[src/sv/rbt_pkg.sv]
package rbt_pkg;

   typedef enum logic [2:0] {
      OP_INIT    = 3'd0,
      OP_PASS    = 3'd1,
      OP_TOKEN   = 3'd2,
      OP_FITS    = 3'd3,
      OP_RECORD  = 3'd4,
      OP_RELEASE = 3'd5,
      OP_EXHAUST = 3'd6,
      OP_UNUSED  = 3'd7
   } op_type;

   typedef enum logic [2:0] {
      CSR_PASS_LIMIT      = 3'd0,
      CSR_TOKEN_LIMIT     = 3'd1,
      CSR_WORKSPACE_CAP   = 3'd2,
      CSR_WORKSPACE_FLOOR = 3'd3,
      CSR_SIZE_MULTIPLIER = 3'd4,
      CSR_TEXT_LENGTH     = 3'd5
   } csr_index_type;

   localparam logic [15:0] PASS_LIMIT_RESET      = 16'd16;
   localparam logic [31:0] TOKEN_LIMIT_RESET     = 32'd4096;
   localparam logic [31:0] WORKSPACE_CAP_RESET   = 32'd1048576;
   localparam logic [31:0] WORKSPACE_FLOOR_RESET = 32'd4096;
   localparam logic [7:0]  SIZE_MULTIPLIER_RESET = 8'd8;
   localparam logic [31:0] TEXT_LENGTH_RESET     = 32'd0;

   typedef struct packed {
      logic [2:0]  operation;
      logic [31:0] give_bytes;
      logic [31:0] want_bytes;
   } req_word_type;

   typedef struct packed {
      logic        accepted;
      logic [15:0] pass_count;
      logic [31:0] token_count;
      logic [31:0] allocation_count;
      logic [31:0] allocation_total;
      logic [31:0] peak_workspace;
      logic        exhausted;
   } rsp_word_type;

endpackage

[src/sv/rbt_limit.sv]
module rbt_limit (
   input  logic        clock,
   input  logic [31:0] text_length,
   input  logic [7:0]  size_multiplier,
   input  logic [31:0] workspace_floor,
   input  logic [31:0] workspace_cap,
   output logic [31:0] limit
);
   import rbt_pkg::*;

   logic [39:0] product;
   logic [31:0] raised;
   logic [31:0] limit_in;
   logic [31:0] limit_ff;

   assign product = 40'(text_length) * 40'(size_multiplier);

   always_comb begin
      raised = (product[31:0] < workspace_floor) ? workspace_floor : product[31:0];
      if (product[39:32] != 8'd0) begin
         limit_in = workspace_cap;
      end else if (raised > workspace_cap) begin
         limit_in = workspace_cap;
      end else begin
         limit_in = raised;
      end
   end

   always_ff @(posedge clock) begin
      limit_ff <= limit_in;
   end

   assign limit = limit_ff;

endmodule

[src/sv/rbt_core.sv]
module rbt_core (
   input  logic                  clock,
   input  logic                  reset,
   input  logic                  fire,
   input  rbt_pkg::req_word_type req_word,
   input  logic [15:0]           pass_limit,
   input  logic [31:0]           token_limit,
   input  logic [31:0]           limit_candidate,
   output rbt_pkg::rsp_word_type rsp_word
);
   import rbt_pkg::*;

   logic [15:0] passes_ff, passes_in;
   logic [31:0] tokens_ff, tokens_in;
   logic [31:0] held_ff, held_in;
   logic [31:0] peak_ff, peak_in;
   logic [31:0] allocs_ff, allocs_in;
   logic [31:0] bytes_ff, bytes_in;
   logic        spent_ff, spent_in;
   logic [31:0] limit_ff, limit_in;

   logic        give_over;
   logic [31:0] retained;
   logic [31:0] room;
   logic        fits;
   logic [31:0] held_alloc;
   logic [32:0] bytes_sum;
   logic        ok;

   always_comb begin
      give_over  = req_word.give_bytes > held_ff;
      retained   = held_ff - req_word.give_bytes;
      room       = limit_ff - retained;
      fits       = !give_over && !(retained > limit_ff) && !(req_word.want_bytes > room);
      held_alloc = retained + req_word.want_bytes;
      bytes_sum  = {1'b0, bytes_ff} + {1'b0, req_word.want_bytes};

      passes_in = passes_ff;
      tokens_in = tokens_ff;
      held_in   = held_ff;
      peak_in   = peak_ff;
      allocs_in = allocs_ff;
      bytes_in  = bytes_ff;
      spent_in  = spent_ff;
      limit_in  = limit_ff;
      ok        = 1'b1;

      case (op_type'(req_word.operation))
         OP_INIT: begin
            passes_in = '0;
            tokens_in = '0;
            held_in   = '0;
            peak_in   = '0;
            allocs_in = '0;
            bytes_in  = '0;
            spent_in  = 1'b0;
            limit_in  = limit_candidate;
         end
         OP_PASS: begin
            if (passes_ff >= pass_limit) begin
               ok = 1'b0;
            end else begin
               passes_in = passes_ff + 16'd1;
            end
         end
         OP_TOKEN: begin
            if (tokens_ff >= token_limit) begin
               ok = 1'b0;
            end else begin
               tokens_in = tokens_ff + 32'd1;
            end
         end
         OP_FITS: begin
            ok = fits;
         end
         OP_RECORD: begin
            ok = fits;
            if (fits) begin
               held_in = held_alloc;
               if (held_alloc > peak_ff) begin
                  peak_in = held_alloc;
               end
               if (allocs_ff != '1) begin
                  allocs_in = allocs_ff + 32'd1;
               end
               bytes_in = bytes_sum[32] ? '1 : bytes_sum[31:0];
            end
         end
         OP_RELEASE: begin
            held_in = give_over ? '0 : retained;
         end
         OP_EXHAUST: begin
            spent_in = 1'b1;
         end
         default: begin
            ok = 1'b0;
         end
      endcase

      if (!ok && op_type'(req_word.operation) != OP_UNUSED) begin
         spent_in = 1'b1;
      end
   end

   always_ff @(posedge clock) begin
      if (reset) begin
         passes_ff <= '0;
         tokens_ff <= '0;
         held_ff   <= '0;
         peak_ff   <= '0;
         allocs_ff <= '0;
         bytes_ff  <= '0;
         spent_ff  <= 1'b0;
         limit_ff  <= '0;
      end else if (fire) begin
         passes_ff <= passes_in;
         tokens_ff <= tokens_in;
         held_ff   <= held_in;
         peak_ff   <= peak_in;
         allocs_ff <= allocs_in;
         bytes_ff  <= bytes_in;
         spent_ff  <= spent_in;
         limit_ff  <= limit_in;
      end
   end

   always_comb begin
      rsp_word.accepted         = ok;
      rsp_word.pass_count       = passes_in;
      rsp_word.token_count      = tokens_in;
      rsp_word.allocation_count = allocs_in;
      rsp_word.allocation_total = bytes_in;
      rsp_word.peak_workspace   = peak_in;
      rsp_word.exhausted        = spent_in;
   end

endmodule

[src/sv/resource_budget_tracker.sv]
// A request word waits in the input register and its response in the response register.
// Throughput: one word per cycle while rsp_stall is low; the two registers form a
// two-stage pipe, and the accounting state updates as the response register loads.
// Reset is synchronous and active high; it clears the counters, the exhausted
// flag and the workspace limit, and returns the configuration to its defaults.
module resource_budget_tracker (
   input  logic        clock,
   input  logic        reset,
   input  logic        req_valid,
   output logic        req_stall,
   input  logic [2:0]  req_operation,
   input  logic [31:0] req_give_bytes,
   input  logic [31:0] req_want_bytes,
   output logic        rsp_valid,
   input  logic        rsp_stall,
   output logic        rsp_accepted,
   output logic [15:0] rsp_pass_count,
   output logic [31:0] rsp_token_count,
   output logic [31:0] rsp_allocation_count,
   output logic [31:0] rsp_allocation_total,
   output logic [31:0] rsp_peak_workspace,
   output logic        rsp_exhausted,
   input  logic        csr_write_en,
   input  logic [2:0]  csr_index,
   input  logic [31:0] csr_data
);
   import rbt_pkg::*;

   logic [15:0]  pass_limit_ff;
   logic [31:0]  token_limit_ff;
   logic [31:0]  workspace_cap_ff;
   logic [31:0]  workspace_floor_ff;
   logic [7:0]   size_multiplier_ff;
   logic [31:0]  text_length_ff;

   logic         req_valid_ff;
   req_word_type req_word_ff;
   logic         rsp_valid_ff;
   rsp_word_type rsp_word_ff;
   rsp_word_type rsp_word_in;
   logic [31:0]  limit_candidate;
   logic         advance;
   logic         fire;

   always_ff @(posedge clock) begin
      if (reset) begin
         pass_limit_ff      <= PASS_LIMIT_RESET;
         token_limit_ff     <= TOKEN_LIMIT_RESET;
         workspace_cap_ff   <= WORKSPACE_CAP_RESET;
         workspace_floor_ff <= WORKSPACE_FLOOR_RESET;
         size_multiplier_ff <= SIZE_MULTIPLIER_RESET;
         text_length_ff     <= TEXT_LENGTH_RESET;
      end else if (csr_write_en) begin
         case (csr_index_type'(csr_index))
            CSR_PASS_LIMIT:      pass_limit_ff      <= csr_data[15:0];
            CSR_TOKEN_LIMIT:     token_limit_ff     <= csr_data;
            CSR_WORKSPACE_CAP:   workspace_cap_ff   <= csr_data;
            CSR_WORKSPACE_FLOOR: workspace_floor_ff <= csr_data;
            CSR_SIZE_MULTIPLIER: size_multiplier_ff <= csr_data[7:0];
            CSR_TEXT_LENGTH:     text_length_ff     <= csr_data;
            default: begin
            end
         endcase
      end
   end

   rbt_limit u_limit (
      .clock           (clock),
      .text_length     (text_length_ff),
      .size_multiplier (size_multiplier_ff),
      .workspace_floor (workspace_floor_ff),
      .workspace_cap   (workspace_cap_ff),
      .limit           (limit_candidate)
   );

   // The response register frees up when it is empty or being drained.
   assign advance   = !rsp_valid_ff || !rsp_stall;
   assign fire      = req_valid_ff && advance;
   assign req_stall = req_valid_ff && !advance;

   always_ff @(posedge clock) begin
      if (reset) begin
         req_valid_ff <= 1'b0;
      end else if (!req_stall) begin
         req_valid_ff <= req_valid;
      end
   end

   always_ff @(posedge clock) begin
      if (req_valid && !req_stall) begin
         req_word_ff.operation  <= req_operation;
         req_word_ff.give_bytes <= req_give_bytes;
         req_word_ff.want_bytes <= req_want_bytes;
      end
   end

   rbt_core u_core (
      .clock           (clock),
      .reset           (reset),
      .fire            (fire),
      .req_word        (req_word_ff),
      .pass_limit      (pass_limit_ff),
      .token_limit     (token_limit_ff),
      .limit_candidate (limit_candidate),
      .rsp_word        (rsp_word_in)
   );

   always_ff @(posedge clock) begin
      if (reset) begin
         rsp_valid_ff <= 1'b0;
      end else if (advance) begin
         rsp_valid_ff <= req_valid_ff;
      end
   end

   always_ff @(posedge clock) begin
      if (fire) begin
         rsp_word_ff <= rsp_word_in;
      end
   end

   assign rsp_valid            = rsp_valid_ff;
   assign rsp_accepted         = rsp_word_ff.accepted;
   assign rsp_pass_count       = rsp_word_ff.pass_count;
   assign rsp_token_count      = rsp_word_ff.token_count;
   assign rsp_allocation_count = rsp_word_ff.allocation_count;
   assign rsp_allocation_total = rsp_word_ff.allocation_total;
   assign rsp_peak_workspace   = rsp_word_ff.peak_workspace;
   assign rsp_exhausted        = rsp_word_ff.exhausted;

endmodule

[config.mk]
export PLATFORM = sky130hd
export DESIGN_NAME = resource_budget_tracker
export DESIGN_NICKNAME = d
export VERILOG_FILES = /design/src/sv/rbt_pkg.sv /design/src/sv/rbt_limit.sv /design/src/sv/rbt_core.sv /design/src/sv/resource_budget_tracker.sv
export SDC_FILE = /design/constraint.sdc
export NUM_CORES = 2
export LEC_CHECK = 0
export BUFFER_PORTS_ARGS = -buffer_cell sky130_fd_sc_hd__buf_2
export CORE_ASPECT_RATIO = 1.5
export CORE_MARGIN = 2
export CORE_UTILIZATION = 29
export DETAILED_ROUTE_END_ITERATION = 12
export GPL_TIMING_DRIVEN = 0
export PLACE_DENSITY = 0.55
export SLEW_MARGIN = 15
export SYNTH_ARGS = -nofsm -noshare
export SYNTH_HDL_FRONTEND = slang
export SYNTH_SLANG_ARGS = --single-unit
[constraint.sdc]
create_clock -name clock -period 11.9 [get_ports clock]
set_clock_uncertainty 0.15 [all_clocks]
set_input_delay 1.19 -clock clock [delete_from_list [all_inputs] [get_ports clock]]
set_output_delay 1.19 -clock clock [all_outputs]
set_load 0.02 [all_outputs]
==> results.toml <==
[status]
status = "completed"

[critical_path]
critPathLaunchType = "register"
cp.required_ps = 12280
cpMaxStageDelayCell = "o31ai_1"
cp-end-kind = "register"
crit_arrival_ps = 11710
worstSetupPathType = "reg2reg"
cp_max_fo = 10
max_stage_delay_ps = 700
critPathLaunch = "size_multiplier_ff[5]$_SDFFE_PP0P_"
r2r_start = "size_multiplier_ff[5]$_SDFFE_PP0P_"

[grt]
grt_max_degree = 62
grt_antenna_before_repair = 8
grt_pass1_vias = 37621
grt_util_all_layers_pct = 20.0
overflow = 0
grt_first_pass_wirelength_um = 232000

[floorplanning]
dieHeight_um = 477
rows = 173
initial_utilization_pct = 29.2
coreArea_mm2 = 0.148
io_pins = 255
die_x_um = 319
die_area_mm2 = 0.152

[final_layout]
final_cell_mix = "nand2_1 (661), inv_1 (477), a21oi_1 (435), dfxtp_1 (393), ha_1 (365)"
multiInputGateArea_mm2 = 0.0264
final_cells = 7282
n_fill_cell = 15417
fin_nets = 5955
final-seq-area_mm2 = 0.0143
fin_util_pct = 33.4
drive_gt1_share_pct = 9.79
area_growth_pct = 14.3
final_common_cell = "nand2_1"
final_area_mm2 = 0.0495

[synthesis]
syn_inst = 4964
ys_ff_latch = 608
ys.flop_type = "dfxtp_1"
synth_edf_count = 213
yosysTopAreaCell = "dfxtp_1"
yosysWarnings = 0
synth_area_leaders = "dfxtp_1 (18%), edfxtp_1 (15%), ha_1 (11%), fa_1 (8.5%), nand2_1 (5.7%)"
yosysUniqueCellTypes = 88
ys_seq_area_share_pct = 33.0
async_flop_share_pct = 0
syn_avg_cell_area_um2 = 8.72
synth_nets = 5620
syn_area_mm2 = 0.0433
yosys.area.top_type_share_pct = 18.3

[place]
gp_congestion = 0.931
io_buffers = 253
place_inst = 7147
hpwl_um = 124000
postPlaceCellArea_mm2 = 0.0471

[drt]
ant_nets = 0
dr.pass1.iters = 6
viasPerCell = 5.20
totalWireLength_um = 156000
drc_errors = 0
first_iter_violations = 2604
wl_per_cell_um = 21.4
vias = 37875

[timing]
max_freq_mhz = 88.3
final_hold_viol_count = 0
relSlewSlack_pct = 13.5
fin_crit_sh_pct = 95.2
setup_violations = 0
report.final.slew_viol_count = 0
worst_pin_slew_ps = 1290
rsz0062_at_grt = "false"
min_period_ps = 11330
hold_ws_ps = 268

[clock_tree]
clock_path_buffers = 3
cts.htree.levels = 3
tritoncts = "yes"
clk_latency_ps = 680
clk_pin_slew_ps = 60
cts-root-buf = "clkbuf_16"
postCtsHoldBufs = 0
cts_buffers = 70
cts.sinks = 608

[run]
maxCapViolations = 0

[power_and_ir_drop]
power_density_mw_per_mm2 = 111
vdd_drop_max_mv = 0.0953
leakage_nw = 20.4

[min_path]
hold_path_class = "reg2reg"
min-delay-start = "u_limit.limit[5]$_DFF_P_"
layer usage:
metal	up-vias	GRT usage [%]	wire length, µm	share of wire, %
met5	-	0	34	0.022
met4	6	10.8	9290	6.0
met3	334	2.97	7690	4.9
met2	1158	36.1	78100	50
met1	18288	22.4	61000	39
li1	18089	-	-	-
cells in the mapped netlist, drive strengths merged, types with 35 or more instances:
master / instances
nand2: 663
a211oi: 56
nor2b: 37
o21ai: 215
inv: 477
nor3: 61
and2: 222
xnor2: 104
a21oi: 436
a22o: 70
clkbuf: 194
ha: 365
o21a: 35
fa: 184
a31oi: 60
a21o: 133
nor2: 242
and3: 55
mux2: 64
edfxtp: 213
nand3: 115
dfxtp: 395
xor2: 59
nand4: 78
repair_timing:
action / CTS / global route
gates resized for setup: 16 / 13
setup buffers: 1 / 4
pin swaps: 1 / 3
endpoints found under the setup margin: 32 / 32
sequential cells by signal, indices dropped and copies added (netlist names), 8 cells and up:
name and flops:
pass_limit_ff 16, req_word_ff 67, rsp_allocation_count 32, rsp_allocation_total 32, rsp_pass_count 16, rsp_peak_workspace 32
rsp_token_count 32, size_multiplier_ff 8, text_length_ff 32, token_limit_ff 32, u_core.allocs_ff 32, u_core.bytes_ff 32
u_core.held_ff 32, u_core.limit_ff 32, u_core.passes_ff 16, u_core.peak_ff 32, u_core.tokens_ff 32, u_limit.limit 32
workspace_cap_ff 32, workspace_floor_ff 32
cell families after synthesis:
family	Yosys count	synth area share [%]
xor+xnor	163	3.30
mux	74	1.90
buf+inv	705	6.23
simple gates	1597	17.7
fa+ha+maj	549	19.1
compound gates	1268	18.8
flops	608	33.0
cell type report:
class | instances | area share (%)
Multi-Input combinational cell | 3651 | 53.2
Sequential cell | 608 | 28.9
Tap cell | 1925 | 4.87
Clock buffer | 90 | 3.88
Inverter | 478 | 3.62
Timing Repair Buffer | 263 | 2.87
Buffer | 227 | 1.89
Clock inverter | 38 | 0.720
Antenna cell | 2 | 0.0101
power breakdown:
group | switching (mW) | leakage [nW] | internal (mW) | total [mW]
Clock | 0.974 | 1.10 | 1.24 | 2.21
Combinational | 0.659 | 14.1 | 0.363 | 1.02
Sequential | 0.0591 | 5.21 | 2.21 | 2.27
Total | 1.69 | 20.4 | 3.81 | 5.51
worst max-delay path, delay by kind of cell (launching register included):
kind / cells / cell delay (ps)
muxes: 2 / 680
adders and majority gates: 7 / 3060
buffers and inverters: 8 / 1460
DFF: 1 / 530
xor gates and xnor gates: 1 / 280
AOI/OAI and AO/OA: 17 / 4460
and+or+nand+nor: 5 / 530
path summary, 6_finish.rpt:
check / end / depth (start not counted) / slack (ps)
worst min-delay path: u_core.limit_ff[5]$_SDFFE_PP0P_ / 2 / 270
worst max register to register: u_limit.limit[6]$_DFF_P_ / 40 / 570
worst min register to register: u_core.limit_ff[5]$_SDFFE_PP0P_ / 2 / 270
worst max-delay path: u_limit.limit[6]$_DFF_P_ / 40 / 570
per-stage QoR:
| stage | TNS (ps) | setup WS (ps) | total power [mW] |
|---|---|---|---|
| after floorplan | 0 | 2270 | 2.96 |
| after global placement | -39970 | -1290 | 3.32 |
| after detailed placement | -41430 | -1330 | 3.32 |
| after CTS | 0 | 156 | 5.55 |
| after global routing | 0 | 2.81 | 5.73 |
| final | 0 | 569 | 5.51 |
Power figures use the tool's default switching activity.
